File: config.mk
export PLATFORM = sky130hd
export DESIGN_NAME = edf_task_scheduler_top
export DESIGN_NICKNAME = d
export VERILOG_FILES = /design/src/edfs_pkg.sv /design/src/edfs_cell.sv /design/src/edf_task_scheduler_top.sv
export SDC_FILE = /design/constraint.sdc
export NUM_CORES = 2
export LEC_CHECK = 0
export ABC_AREA = 1
export BUFFER_PORTS_ARGS = -buffer_cell sky130_fd_sc_hd__buf_2
export CAP_MARGIN = 20
export CORE_AREA = 2 2 278 280
export CTS_BUF_LIST = sky130_fd_sc_hd__clkbuf_4
export DETAILED_ROUTE_END_ITERATION = 7
export DIE_AREA = 0 0 280 282
export GPL_TIMING_DRIVEN = 0
export PLACE_DENSITY = 0.7
export RECOVER_POWER = 50
export SLEW_MARGIN = 15
export SYNTH_ARGS = -nofsm -noshare
export SYNTH_HDL_FRONTEND = slang
export SYNTH_SLANG_ARGS = --single-unit
File: constraint.sdc
create_clock -name clk -period 3.44 [get_ports clk]
set_input_delay 0.516 -clock clk [delete_from_list [all_inputs] [get_ports clk]]
set_output_delay 0.516 -clock clk [all_outputs]
set_load 0.05 [all_outputs]
File: src/edfs_pkg.sv
// ----------------------------------------------------------------------------
// EDF scheduler package
// Shared constants, codes and the flag bundle that moves along the cell chain.
// ----------------------------------------------------------------------------
package edfs_pkg;

	// Default sizes of the block.
	localparam int DEF_NUM_TASKS  = 8;
	localparam int DEF_TIME_WIDTH = 16;

	// Fixed field widths.
	localparam int SLOT_W  = 3;
	localparam int BURST_W = 16;
	localparam int EV_W    = 2;
	localparam int CNT_W   = 4;

	// Width used to compare slot numbers and counts against cell positions.
	localparam int IDX_CMP_W = 7;

	// Operation codes of an input word.
	localparam logic OP_LOAD = 1'b0;
	localparam logic OP_TICK = 1'b1;

	// Event codes of a result word.
	localparam logic [EV_W-1:0] EV_IDLE = 2'd0;
	localparam logic [EV_W-1:0] EV_RUN  = 2'd1;
	localparam logic [EV_W-1:0] EV_MISS = 2'd2;
	localparam logic [EV_W-1:0] EV_DONE = 2'd3;

	// Flags handed from one cell to the next during a scan.
	typedef struct packed {
		logic tok;      // scan wave sits here
		logic found;    // a ready task has been seen
		logic pending;  // some used slot still has work
		logic one_left; // the best task has exactly one unit left
	} chain_flags_t;

endpackage

File: src/edfs_cell.sv
// ----------------------------------------------------------------------------
// EDF scheduler cell
// Holds one task slot and takes the scan wave one step further along the row.
// ----------------------------------------------------------------------------
module edfs_cell #(
	parameter int IDX        = 0,
	parameter int TIME_WIDTH = edfs_pkg::DEF_TIME_WIDTH,
	parameter int SW         = 1
) (
	input  logic                               clk,
	input  logic                               arst_n,
	input  logic [edfs_pkg::IDX_CMP_W-1:0]     used,
	input  logic [TIME_WIDTH-1:0]              cur_time,
	input  logic                               step,
	input  logic                               ld_en,
	input  logic [edfs_pkg::SLOT_W-1:0]        ld_slot,
	input  logic [TIME_WIDTH-1:0]              ld_arrival,
	input  logic [edfs_pkg::BURST_W-1:0]       ld_burst,
	input  logic [TIME_WIDTH-1:0]              ld_rel_dl,
	input  logic                               dec_en,
	input  logic [SW-1:0]                      dec_slot,
	input  edfs_pkg::chain_flags_t             flags_in,
	input  logic [TIME_WIDTH:0]                dl_in,
	input  logic [SW-1:0]                      slot_in,
	output edfs_pkg::chain_flags_t             flags_out,
	output logic [TIME_WIDTH:0]                dl_out,
	output logic [SW-1:0]                      slot_out,
	output logic                               miss_req
);
	import edfs_pkg::*;

	localparam logic [IDX_CMP_W-1:0] IDX_C = IDX_CMP_W'(IDX);
	localparam logic [SW-1:0]        IDX_S = SW'(IDX);

	logic [BURST_W-1:0]    rem_q;
	logic [TIME_WIDTH-1:0] arr_q;
	logic [TIME_WIDTH:0]   dl_q;
	chain_flags_t          flags_q;
	logic [TIME_WIDTH:0]   best_dl_q;
	logic [SW-1:0]         best_slot_q;

	logic         ld_hit;
	logic         dec_hit;
	logic         act;
	logic         rdy;
	logic         miss;
	logic         live;
	logic         cand;
	logic         take;
	chain_flags_t flags_nxt;

	assign ld_hit  = ld_en && (IDX_CMP_W'(ld_slot) == IDX_C);
	assign dec_hit = dec_en && (dec_slot == IDX_S);

	// Slot status against the current time.
	assign act  = (IDX_C < used) && (rem_q != '0);
	assign rdy  = arr_q <= cur_time;
	assign miss = act && rdy && ({1'b0, cur_time} > dl_q);
	assign live = act && !miss;
	assign cand = live && rdy;
	assign take = cand && (!flags_in.found || (dl_q < dl_in));

	assign miss_req = flags_in.tok && miss;

	// Running earliest-deadline choice handed to the next cell.
	always_comb begin
		flags_nxt.tok      = flags_in.tok;
		flags_nxt.found    = flags_in.found || cand;
		flags_nxt.pending  = flags_in.pending || live;
		flags_nxt.one_left = take ? (rem_q == BURST_W'(1)) : flags_in.one_left;
	end

	always_ff @(posedge clk or negedge arst_n) begin
		if (!arst_n) begin
			flags_q <= '0;
		end else if (step) begin
			flags_q <= flags_nxt;
		end
	end

	always_ff @(posedge clk) begin
		if (step) begin
			best_dl_q   <= take ? dl_q : dl_in;
			best_slot_q <= take ? IDX_S : slot_in;
		end
	end

	// Remaining work: written by a load, dropped on a miss, counted down on a run.
	always_ff @(posedge clk or negedge arst_n) begin
		if (!arst_n) begin
			rem_q <= '0;
		end else if (ld_hit) begin
			rem_q <= ld_burst;
		end else if (step && miss_req) begin
			rem_q <= '0;
		end else if (dec_hit) begin
			rem_q <= rem_q - BURST_W'(1);
		end
	end

	// Arrival time and absolute deadline of the slot.
	always_ff @(posedge clk) begin
		if (ld_hit) begin
			arr_q <= ld_arrival;
			dl_q  <= {1'b0, ld_arrival} + {1'b0, ld_rel_dl};
		end
	end

	assign flags_out = flags_q;
	assign dl_out    = best_dl_q;
	assign slot_out  = best_slot_q;

endmodule

File: src/edf_task_scheduler_top.sv
// ----------------------------------------------------------------------------
// EDF task scheduler, top level
// Earliest-deadline-first scheduler over a row of task slot cells.
//
//  Channel   Direction  Content
//  s_axis    in         tuser: operation; tdata: slot, arrival, burst, deadline
//  m_axis    out        tuser: event; tdata: slot, time stamp, finished; tlast
//  cfg       in         task count, written when cfg_we is high
//
// A load word is taken in the idle state. A tick word sends a scan wave
// through the NUM_TASKS cells, one cell per cycle unless a stalled miss word
// holds it; FIN then registers the run, idle or done word when the output is
// free and returns to idle for the next word. A miss word does not hold the
// wave while the output is free; a stalled output holds it at the cell with a
// miss to report. Reset clears all remaining work, the time and the task count.
// ----------------------------------------------------------------------------
module edf_task_scheduler_top #(
	parameter int NUM_TASKS  = edfs_pkg::DEF_NUM_TASKS,
	parameter int TIME_WIDTH = edfs_pkg::DEF_TIME_WIDTH,
	localparam int IN_DW  = edfs_pkg::SLOT_W + 2 * TIME_WIDTH + edfs_pkg::BURST_W,
	localparam int IN_TW  = ((IN_DW + 7) / 8) * 8,
	localparam int OUT_DW = edfs_pkg::SLOT_W + TIME_WIDTH + 1,
	localparam int OUT_TW = ((OUT_DW + 7) / 8) * 8
) (
	input  logic                          clk,
	input  logic                          arst_n,
	input  logic                          s_axis_tvalid,
	output logic                          s_axis_tready,
	// slot, arrival, burst, relative_deadline (from bit 0 up)
	input  logic [IN_TW-1:0]              s_axis_tdata,
	// operation
	input  logic                          s_axis_tuser,
	output logic                          m_axis_tvalid,
	input  logic                          m_axis_tready,
	// task_slot, time_stamp, finished (from bit 0 up)
	output logic [OUT_TW-1:0]             m_axis_tdata,
	// event_res
	output logic [edfs_pkg::EV_W-1:0]     m_axis_tuser,
	output logic                          m_axis_tlast,
	input  logic                          cfg_we,
	input  logic [edfs_pkg::CNT_W-1:0]    cfg_wdata
);
	import edfs_pkg::*;

	localparam int SW = (NUM_TASKS > 1) ? $clog2(NUM_TASKS) : 1;
	localparam logic [IDX_CMP_W-1:0] NT_C = IDX_CMP_W'(NUM_TASKS);

	typedef enum logic [2:0] {
		ST_IDLE = 3'b001,
		ST_SCAN = 3'b010,
		ST_FIN  = 3'b100
	} state_t;

	state_t                 state_q;
	logic [CNT_W-1:0]       cnt_q;
	logic [TIME_WIDTH-1:0]  time_q;
	logic                   st_q;
	logic                   fin_found_q;
	logic                   fin_pending_q;
	logic                   fin_one_q;
	logic [SW-1:0]          fin_slot_q;

	logic                   out_valid_q;
	logic [EV_W-1:0]        out_ev_q;
	logic [SLOT_W-1:0]      out_slot_q;
	logic [TIME_WIDTH-1:0]  out_ts_q;
	logic                   out_fin_q;
	logic                   out_last_q;

	// Input word fields.
	logic                   in_op;
	logic [SLOT_W-1:0]      in_slot;
	logic [TIME_WIDTH-1:0]  in_arrival;
	logic [BURST_W-1:0]     in_burst;
	logic [TIME_WIDTH-1:0]  in_rel_dl;

	logic                   in_acc;
	logic                   ld_en;
	logic                   out_free;
	logic                   step;
	logic                   miss_any;
	logic [SW-1:0]          miss_slot;
	logic [IDX_CMP_W-1:0]   used;
	logic [TIME_WIDTH-1:0]  time_inc;
	logic                   dec_en;
	logic                   fin_emit;

	chain_flags_t           fl_ch   [0:NUM_TASKS];
	logic [TIME_WIDTH:0]    dl_ch   [0:NUM_TASKS];
	logic [SW-1:0]          slot_ch [0:NUM_TASKS];
	logic [NUM_TASKS-1:0]   miss_vec;

	assign in_op      = s_axis_tuser;
	assign in_slot    = s_axis_tdata[SLOT_W-1:0];
	assign in_arrival = s_axis_tdata[SLOT_W +: TIME_WIDTH];
	assign in_burst   = s_axis_tdata[SLOT_W + TIME_WIDTH +: BURST_W];
	assign in_rel_dl  = s_axis_tdata[SLOT_W + TIME_WIDTH + BURST_W +: TIME_WIDTH];

	// Handshake and control strobes.
	assign s_axis_tready = (state_q == ST_IDLE);
	assign in_acc        = s_axis_tvalid && s_axis_tready;
	assign ld_en         = in_acc && (in_op == OP_LOAD);
	assign out_free      = !out_valid_q || m_axis_tready;
	assign miss_any      = |miss_vec;
	assign step          = !(miss_any && !out_free);
	assign fin_emit      = (state_q == ST_FIN) && out_free;
	assign dec_en        = fin_emit && fin_found_q;
	assign time_inc      = (time_q == '1) ? time_q : time_q + TIME_WIDTH'(1);

	// Slots in use, limited to the number of cells.
	assign used = (IDX_CMP_W'(cnt_q) > NT_C) ? NT_C : IDX_CMP_W'(cnt_q);

	// Slot of the cell reporting a miss; at most one cell holds the wave.
	always_comb begin
		miss_slot = '0;
		for (int k = 0; k < NUM_TASKS; k++) begin
			if (miss_vec[k]) begin
				miss_slot = miss_slot | SW'(k);
			end
		end
	end

	// Head of the chain.
	always_comb begin
		fl_ch[0]     = '0;
		fl_ch[0].tok = st_q;
	end
	assign dl_ch[0]   = '0;
	assign slot_ch[0] = '0;

	// Row of task slot cells.
	for (genvar g = 0; g < NUM_TASKS; g++) begin : g_cell
		edfs_cell #(
			.IDX        (g),
			.TIME_WIDTH (TIME_WIDTH),
			.SW         (SW)
		) u_cell (
			.clk        (clk),
			.arst_n     (arst_n),
			.used       (used),
			.cur_time   (time_q),
			.step       (step),
			.ld_en      (ld_en),
			.ld_slot    (in_slot),
			.ld_arrival (in_arrival),
			.ld_burst   (in_burst),
			.ld_rel_dl  (in_rel_dl),
			.dec_en     (dec_en),
			.dec_slot   (fin_slot_q),
			.flags_in   (fl_ch[g]),
			.dl_in      (dl_ch[g]),
			.slot_in    (slot_ch[g]),
			.flags_out  (fl_ch[g+1]),
			.dl_out     (dl_ch[g+1]),
			.slot_out   (slot_ch[g+1]),
			.miss_req   (miss_vec[g])
		);
	end

	// Task count register.
	always_ff @(posedge clk or negedge arst_n) begin
		if (!arst_n) begin
			cnt_q <= '0;
		end else if (cfg_we) begin
			cnt_q <= cfg_wdata;
		end
	end

	// Sequencer for one tick.
	always_ff @(posedge clk or negedge arst_n) begin
		if (!arst_n) begin
			state_q <= ST_IDLE;
			st_q    <= 1'b0;
			time_q  <= '0;
		end else begin
			case (state_q)
				ST_IDLE: begin
					if (ld_en) begin
						if (IDX_CMP_W'(in_slot) < NT_C) begin
							time_q <= '0;
						end
					end else if (in_acc) begin
						st_q    <= 1'b1;
						state_q <= ST_SCAN;
					end
				end
				ST_SCAN: begin
					if (step) begin
						st_q <= 1'b0;
					end
					if (fl_ch[NUM_TASKS].tok) begin
						state_q <= ST_FIN;
					end
				end
				ST_FIN: begin
					if (out_free) begin
						if (fin_found_q || fin_pending_q) begin
							time_q <= time_inc;
						end
						state_q <= ST_IDLE;
					end
				end
				default: begin
					state_q <= ST_IDLE;
				end
			endcase
		end
	end

	// Outcome of the scan, taken as the wave leaves the last cell.
	always_ff @(posedge clk) begin
		if (state_q == ST_SCAN && fl_ch[NUM_TASKS].tok) begin
			fin_found_q   <= fl_ch[NUM_TASKS].found;
			fin_pending_q <= fl_ch[NUM_TASKS].pending;
			fin_one_q     <= fl_ch[NUM_TASKS].one_left;
			fin_slot_q    <= slot_ch[NUM_TASKS];
		end
	end

	// Output word register.
	always_ff @(posedge clk or negedge arst_n) begin
		if (!arst_n) begin
			out_valid_q <= 1'b0;
		end else if ((miss_any && out_free) || fin_emit) begin
			out_valid_q <= 1'b1;
		end else if (m_axis_tready) begin
			out_valid_q <= 1'b0;
		end
	end

	always_ff @(posedge clk) begin
		if (miss_any && out_free) begin
			out_ev_q   <= EV_MISS;
			out_slot_q <= SLOT_W'(miss_slot);
			out_ts_q   <= time_q;
			out_fin_q  <= 1'b0;
			out_last_q <= 1'b0;
		end else if (fin_emit) begin
			out_last_q <= 1'b1;
			if (fin_found_q) begin
				out_ev_q   <= EV_RUN;
				out_slot_q <= SLOT_W'(fin_slot_q);
				out_ts_q   <= time_inc;
				out_fin_q  <= fin_one_q;
			end else if (fin_pending_q) begin
				out_ev_q   <= EV_IDLE;
				out_slot_q <= '0;
				out_ts_q   <= time_inc;
				out_fin_q  <= 1'b0;
			end else begin
				out_ev_q   <= EV_DONE;
				out_slot_q <= '0;
				out_ts_q   <= time_q;
				out_fin_q  <= 1'b0;
			end
		end
	end

	assign m_axis_tvalid = out_valid_q;
	assign m_axis_tuser  = out_ev_q;
	assign m_axis_tlast  = out_last_q;
	assign m_axis_tdata  = OUT_TW'({out_fin_q, out_ts_q, out_slot_q});

endmodule

== After elaboration in Yosys (flattened, before gate mapping) ==
Index checks and enable logic that the tools add are counted.

* Add/sub/neg operators: 10
* $mul: 0
* Divide/modulo/power cells: 0
* Order comparisons: 32
* Equality and inequality tests: 33
* Shifts and indexed selects: 0
* Muxes and demuxes: 72
* Bitwise operators: 1
* Reductions and logical operators: 154

{| class="wikitable"
|+ Operators with widths
! cell !! count
|-
| 16-bit two-way mux || 32
|-
| 16-bit by 17-bit greater-than comparator with 1-bit output || 8
|-
| 16-bit by 1-bit equality test with 1-bit output, second input constant || 8
|-
| 16-bit <= comparator || 8
|-
| 16-bit nonzero test || 8
|-
| 16-bit by 1-bit subtractor with 16-bit output, second input constant || 8
|-
| 17-bit < comparator || 7
|-
| 17-bit two-way mux || 6
|-
| 1-bit logical AND || 86
|-
| 3-bit two-way mux || 11
|-
| 16-bit case mux with 2 select lines || 1
|-
| 3-bit equality test, second input constant || 9
|-
| 1-bit logical OR || 24
|-
| 3-bit nonzero test || 8
|-
| 1-bit zero test || 18
|-
| 16-bit by 16-bit adder with 17-bit output || 1
|-
| 16-bit by 1-bit adder with 16-bit output, second input constant || 1
|-
| 16-bit equality test, second input constant || 1
|-
| 3-bit by 4-bit < comparator with 1-bit output, first input constant || 4
|-
| 3-bit by 2-bit equality test with 1-bit output, second input constant || 5
|-
| 1-bit two-way mux || 15
|-
| 4-bit AND reduction || 3
|-
| 3-bit by 1-bit equality test with 1-bit output, second input constant || 3
|-
| 3-bit case mux with 3 select lines || 1
|-
| other kinds (12) || 26
|}

* Register bits: 614
* Latch bits: 0
* Memory bits (writable): 0
* Bits in read-only memories: 0
* Bits of input ports: 66
* Output and inout bits: 29
* Logic and storage cells: 386
* Memories kept: 0

== Depth between registers and ports, before layout ==
* Depth after elaboration: 15
* Depth in mapped cells: 23
* Mapped depth without buffers: 22

== Modules after synthesis ==
Synthesis repeated with hierarchy kept, for this count alone.

* Cells, all modules: 5772
* Area, all modules: 45772.6 µm²

{| class="wikitable"
|+ Modules (own cells, without submodules)
! module !! instances !! cells an instance !! area each (µm²) !! sequential area each (µm²)
|-
| edfs_cell at g_cell[2].u_cell || 1 || 686 || 5465.2 || 2092.0
|-
| edfs_cell at g_cell[6].u_cell || 1 || 681 || 5416.4 || 2092.0
|-
| edfs_cell at g_cell[5].u_cell || 1 || 689 || 5407.7 || 2092.0
|-
| edfs_cell at g_cell[4].u_cell || 1 || 683 || 5391.4 || 2092.0
|-
| edfs_cell at g_cell[7].u_cell || 1 || 675 || 5338.9 || 2092.0
|-
| edfs_cell at g_cell[1].u_cell || 1 || 668 || 5336.4 || 2092.0
|-
| edfs_cell at g_cell[0].u_cell || 1 || 672 || 5306.3 || 2092.0
|-
| edfs_cell at g_cell[3].u_cell || 1 || 668 || 5287.6 || 2092.0
|-
| edf_task_scheduler_top || 1 || 350 || 2822.7 || 1457.6
|}

== Least setup slack after synthesis ==
Ideal clock, no wire load.

* Path type: reg2reg
* From: reg time_q[15]
* To: reg g_cell[0].u_cell.best_dl_q[0] (enable)
* Setup time: 0.401 ns
* Arrival time: 3.380 ns
* Data required time: 3.039 ns
* Slack: -0.341 ns
* Stages on the path, launching flop included: 15
* Buffers on the path: 2
* Period minus slack after synthesis: 3.781 ns
* Cell sequence: dfrtp_1 -> inv_1 -> ha_1 -> nand2_1 -> nor4_2 -> nand2_1 -> nand2_1 -> nand2_1 -> nand3_1 -> nand2_1 -> nor2_1 -> nand2_4 -> nand2_8 -> buf_8 -> buf_4

* Longest elaborated chain between the ends: 6
* Elaborated cells on any way between the ends: 42
* Those cells by class: order compare (16); reduce/logical (26)

{| class="wikitable"
|+ RTL lines
! what !! line !! text
|-
| start, declared || edf_task_scheduler_top.sv:56 || <nowiki>logic [TIME_WIDTH-1:0] time_q;</nowiki>
|-
| start signal, assigned || edf_task_scheduler_top.sv:198 || <nowiki>time_q <= time_inc;</nowiki>
|-
| 16-bit <= comparator || edfs_cell.sv:57 || <nowiki>assign rdy = arr_q <= cur_time;</nowiki>
|-
| 1-bit logical AND (2 in series) || edfs_cell.sv:58 || <nowiki>assign miss = act && rdy && ({1'b0, cur_time} > dl_q);</nowiki>
|-
| 1-bit logical AND || edfs_cell.sv:63 || <nowiki>assign miss_req = flags_in.tok && miss;</nowiki>
|-
| 8-bit OR reduction (*) || edf_task_scheduler_top.sv:104 || <nowiki>assign miss_any = |miss_vec;</nowiki>
|-
| 1-bit logical AND (*) || edf_task_scheduler_top.sv:105 || <nowiki>assign step = !(miss_any && !out_free);</nowiki>
|-
| end signal, assigned || edfs_cell.sv:83 || <nowiki>best_dl_q <= take ? dl_q : dl_in;</nowiki>
|-
| end, declared || edfs_cell.sv:39 || <nowiki>logic [TIME_WIDTH:0] best_dl_q;</nowiki>
|}

Mark *: on every way between the ends. The rest lies on a longest branch, timed or not.
A chain may end at the register's enable or synchronous reset.

== Worst setup path after layout ==
* From: reg time_q[9]
* To: reg g_cell[1].u_cell.rem_q[12]

* Longest elaborated chain between the ends: 10
* Elaborated cells on any way between the ends: 47
* Those cells by class: order compare (16); mux (2); reduce/logical (29)

{| class="wikitable"
|+ RTL lines
! what !! line !! text
|-
| 16-bit <= comparator || edfs_cell.sv:57 ||
|-
| 1-bit logical AND (2 in series) || edfs_cell.sv:58 ||
|-
| 1-bit logical AND || edfs_cell.sv:63 ||
|-
| 8-bit OR reduction || edf_task_scheduler_top.sv:104 ||
|-
| 1-bit logical AND || edf_task_scheduler_top.sv:105 ||
|-
| 1-bit zero test || edf_task_scheduler_top.sv:105 ||
|-
| 1-bit logical AND (*) || edfs_cell.sv:94 || <nowiki>end else if (step && miss_req) begin</nowiki>
|-
| 16-bit two-way mux || edfs_cell.sv:94 ||
|-
| 16-bit two-way mux || edfs_cell.sv:92 || <nowiki>end else if (ld_hit) begin</nowiki>
|-
| end signal, assigned || edfs_cell.sv:93 || <nowiki>rem_q <= ld_burst;</nowiki>
|-
| end signal, assigned || edfs_cell.sv:97 || <nowiki>rem_q <= rem_q - BURST_W'(1);</nowiki>
|-
| end, declared || edfs_cell.sv:35 || <nowiki>logic [BURST_W-1:0] rem_q;</nowiki>
|}

Marked as above.

==> results.sh <==
export IMPL_synth_warnings=0
export IMPL_clock_skew_ns=0.0767
export IMPL_synthFlopType="edfxtp_1"
export IMPL_fin_crit_ns=3.39
export IMPL_critPathLaunchType="flip-flop"
export IMPL_use_met2=0.441
export IMPL_synth_area_top_cells="edfxtp_1, ha_1, nand2_1"
export IMPL_area_delta_synth_final_pct=15.1
export IMPL_num_vias=31600
export IMPL_gr_usage_met3=0.0499
export IMPL_critical_path_class="reg2reg"
export IMPL_gp_congestion=0.892
export IMPL_final_cell_area_um2=43400
export IMPL_drc_errors=0
export IMPL_cts_buffers=168
export IMPL_yosys_register_bits=614
export IMPL_power_density_nw_per_um2=574
export IMPL_p_int_mw=15.9
export IMPL_final_antenna_net_count=0
export IMPL_viasPerCell=5.42
export IMPL_worstPathRequired_ns=4.33
export IMPL_synth_edf_count=425
export IMPL_io_buffers=69
export IMPL_power_mw=24.9
export IMPL_antenna_found_initial=3
export IMPL_grt_max_degree=95
export IMPL_clk_pin_slew_ns=0.06
export IMPL_fin_cells=5833
export IMPL_place_inst=5410
export IMPL_switching_share=0.361
export IMPL_cap_violations=1
export IMPL_totalWireLength_um=108000
export IMPL_yosysTopAreaCell="edfxtp_1"
export IMPL_dr_first_iter_drc_count=2874
export IMPL_busiest_layer="met2"
export IMPL_worst_slack_ns=0.0486
export IMPL_synthArstFlopShare=0.301
export IMPL_clock_fmax_mhz=295
export IMPL_slew_viol_final=93
export IMPL_synth_common_cells="nand2_1, inv_1, edfxtp_1"
export IMPL_hold_viol=0
export IMPL_wl_per_cell_um=18.5
export IMPL_grt_pass1_vias=30100
export IMPL_start_util=0.498
export IMPL_core_rowCount=101
export IMPL_cts_max_level=4
export IMPL_p_clk_frac=0.285
export IMPL_avgSynthCellArea_um2=8.65
export IMPL_cts_tree="done"
export IMPL_cp_max_fo=8
export IMPL_violations="capacitance limit, slew limit"
export IMPL_ys_seq_area_frac=0.464
export IMPL_overflow=0
export IMPL_max_slew_margin=-0.626
export IMPL_synth_cells=4355
export IMPL_grt_pass1_wl_um=165000
export IMPL_dieArea_um2=79000
export IMPL_nFillCells=6569
export IMPL_worst_pin_slew_ns=2.44
export IMPL_clock_sinks=614
export IMPL_leakage_nw=20.5
export IMPL_die_h_um=282
export IMPL_met1_usage=0.359
export IMPL_peakVddDrop_v=0.000406
export IMPL_core_area_um2=75700
export IMPL_post_place_ws_ns=-1.84
export IMPL_clock_latency_ns=1.06
export IMPL_dieWidth_um=280
export IMPL_synth_most_common_cell="nand2_1"
export IMPL_track_usage=0.272
export IMPL_outcome="complete, but fails checks"
export IMPL_power_switching_mw=8.98
export IMPL_ios=95
export IMPL_cp_end_kind="flip-flop"
export IMPL_yosysUniqueCellTypes=60
export IMPL_min_period_over_period=0.986
export IMPL_firstDrtPassIters=6
export IMPL_pwr_share_comb=0.299
export IMPL_cts_buffer_depth=3
export IMPL_nets=5188
export IMPL_holdCritPathClass="in2reg"
export IMPL_cp_arrival_ns=4.28
export IMPL_finalSetupViolCount=0
export IMPL_layout_drive_gt1_share=0.132
export IMPL_synth_top_cell_area_share=0.339
export IMPL_p_seq_frac=0.416
export IMPL_syn_cell_area_um2=37700
export IMPL_place_area_um2=39400
export IMPL_cts_root_buf="clkbuf_4"
export IMPL_hpwl_um=73900
flip-flops by register name, indices dropped and copies added, names as in the netlist, 3 cells and up:
signal                   cells
g_cell.u_cell.dl_q         136
g_cell.u_cell.arr_q        128
g_cell.u_cell.rem_q        128
g_cell.u_cell.dl_out       119
g_cell.u_cell.flags_out     32
g_cell.u_cell.slot_out      17
out_ts_q                    16
time_q                      16
cnt_q                        4
fin_slot_q                   3
out_slot_q                   3
state_q                      3
layout by cell type, fill, tap and decap left out, types with 69 or more instances in the layout:
cell      instances
nand3_1         213
clkbuf_1         69
dfrtp_1         168
a21oi_1         214
o21ai_0         182
nand2_1        1307
buf_4            74
inv_1           501
clkbuf_4        271
nor2_1          317
ha_1            407
edfxtp_1        425
per-layer routing:
layer  up-vias  share of wire
met4         0          0.038
met1     14700           0.42
met3       261          0.089
met5         -              0
met2      1334           0.46
li1      15300              -
power groups by stage:
stage	Clock, mW	Combinational (mW)	Sequential, mW
after floorplan	0	5.61	10.2
after global placement	0	7.07	10.4
after detailed placement	0	7.25	10.5
after CTS	7.18	7.37	10.3
after global routing	7.57	8.56	10.5
final	7.10	7.44	10.4
cells by family after synthesis:
| family | Yosys count | share of synthesized area |
|---|---|---|
| xor+xnor | 85 | 0.0198 |
| compound gates | 560 | 0.0838 |
| mux | 1 | 0.000299 |
| flops | 614 | 0.464 |
| other cells | 1 | 0.0000995 |
| fa+ha+maj | 409 | 0.136 |
| simple gates | 2035 | 0.224 |
| buf+inv | 650 | 0.0727 |
cell type report:
type                       count  area [µm²]  area share
timing repair buffer         184        1510      0.0348
clock inverter                47         328     0.00756
sequential                   614       17500       0.404
inverter                     526        2030      0.0469
timing repair inverter         1        7.51    0.000173
antenna                        4        10.0    0.000231
clock buffer                 261        1960      0.0452
multi-input combinational   3094       17900       0.413
buffer                       124         875      0.0202
tap                          978        1220      0.0282
worst max-delay path, stage by stage, from the launching register on:
cell        delay (ns)
dfrtp_4           0.49
clkinvlp_4        0.09
buf_4             0.21
ha_1              0.27
a21oi_1           0.14
o21ai_0           0.12
a21oi_2           0.39
nand2_1           0.12
nand2_2           0.15
nand3_1           0.15
nand2_2           0.15
nor2_4            0.06
nand2_4           0.12
nand2_8           0.10
buf_12            0.20
nand2_8           0.10
nand2_8           0.09
clkbuf_16         0.19
nand2_1           0.06
nand2_1           0.05
worst paths after layout:
| path | start | to | slack (ns) | depth (start not counted) |
|---|---|---|---|---|
| setup / recovery | time_q[9] | g_cell[1].u_cell.rem_q[12] | 0.05 | 19 |
| hold / removal | s_axis_tdata[50] | g_cell[0].u_cell.dl_q[15] | 0.10 | 3 |
| setup reg to reg | time_q[9] | g_cell[1].u_cell.rem_q[12] | 0.05 | 19 |
| hold reg to reg | g_cell[7].u_cell.flags_out[1] | fin_pending_q | 0.44 | 0 |
| max in group asynchronous | arst_n | time_q[9] | 0.58 | 3 |
| min in group asynchronous | arst_n | g_cell[6].u_cell.rem_q[15] | 0.78 | 2 |
through the flow:
step,setup TNS (ns),utilization,hold WS (ns)
floorplan,0,-,0.220
global placement,-879.75,0.519,0.432
detailed placement,-564.38,0.520,0.425
CTS,0,0.566,0.0745
global route,-3.12,0.573,0.109
finish,0,0.573,0.103
what timing repair did:
item | CTS | global route
setup endpoints to repair | 476 | 436
resized for setup | 81 | 111
hold buffers | 32 | 0
buffers inserted | 64 | 2
cloned | 5 | 7
pin swaps | 6 | 17
hold endpoints to repair | 227 | 0
No activity file was read; power rests on OpenSTA's default activity.
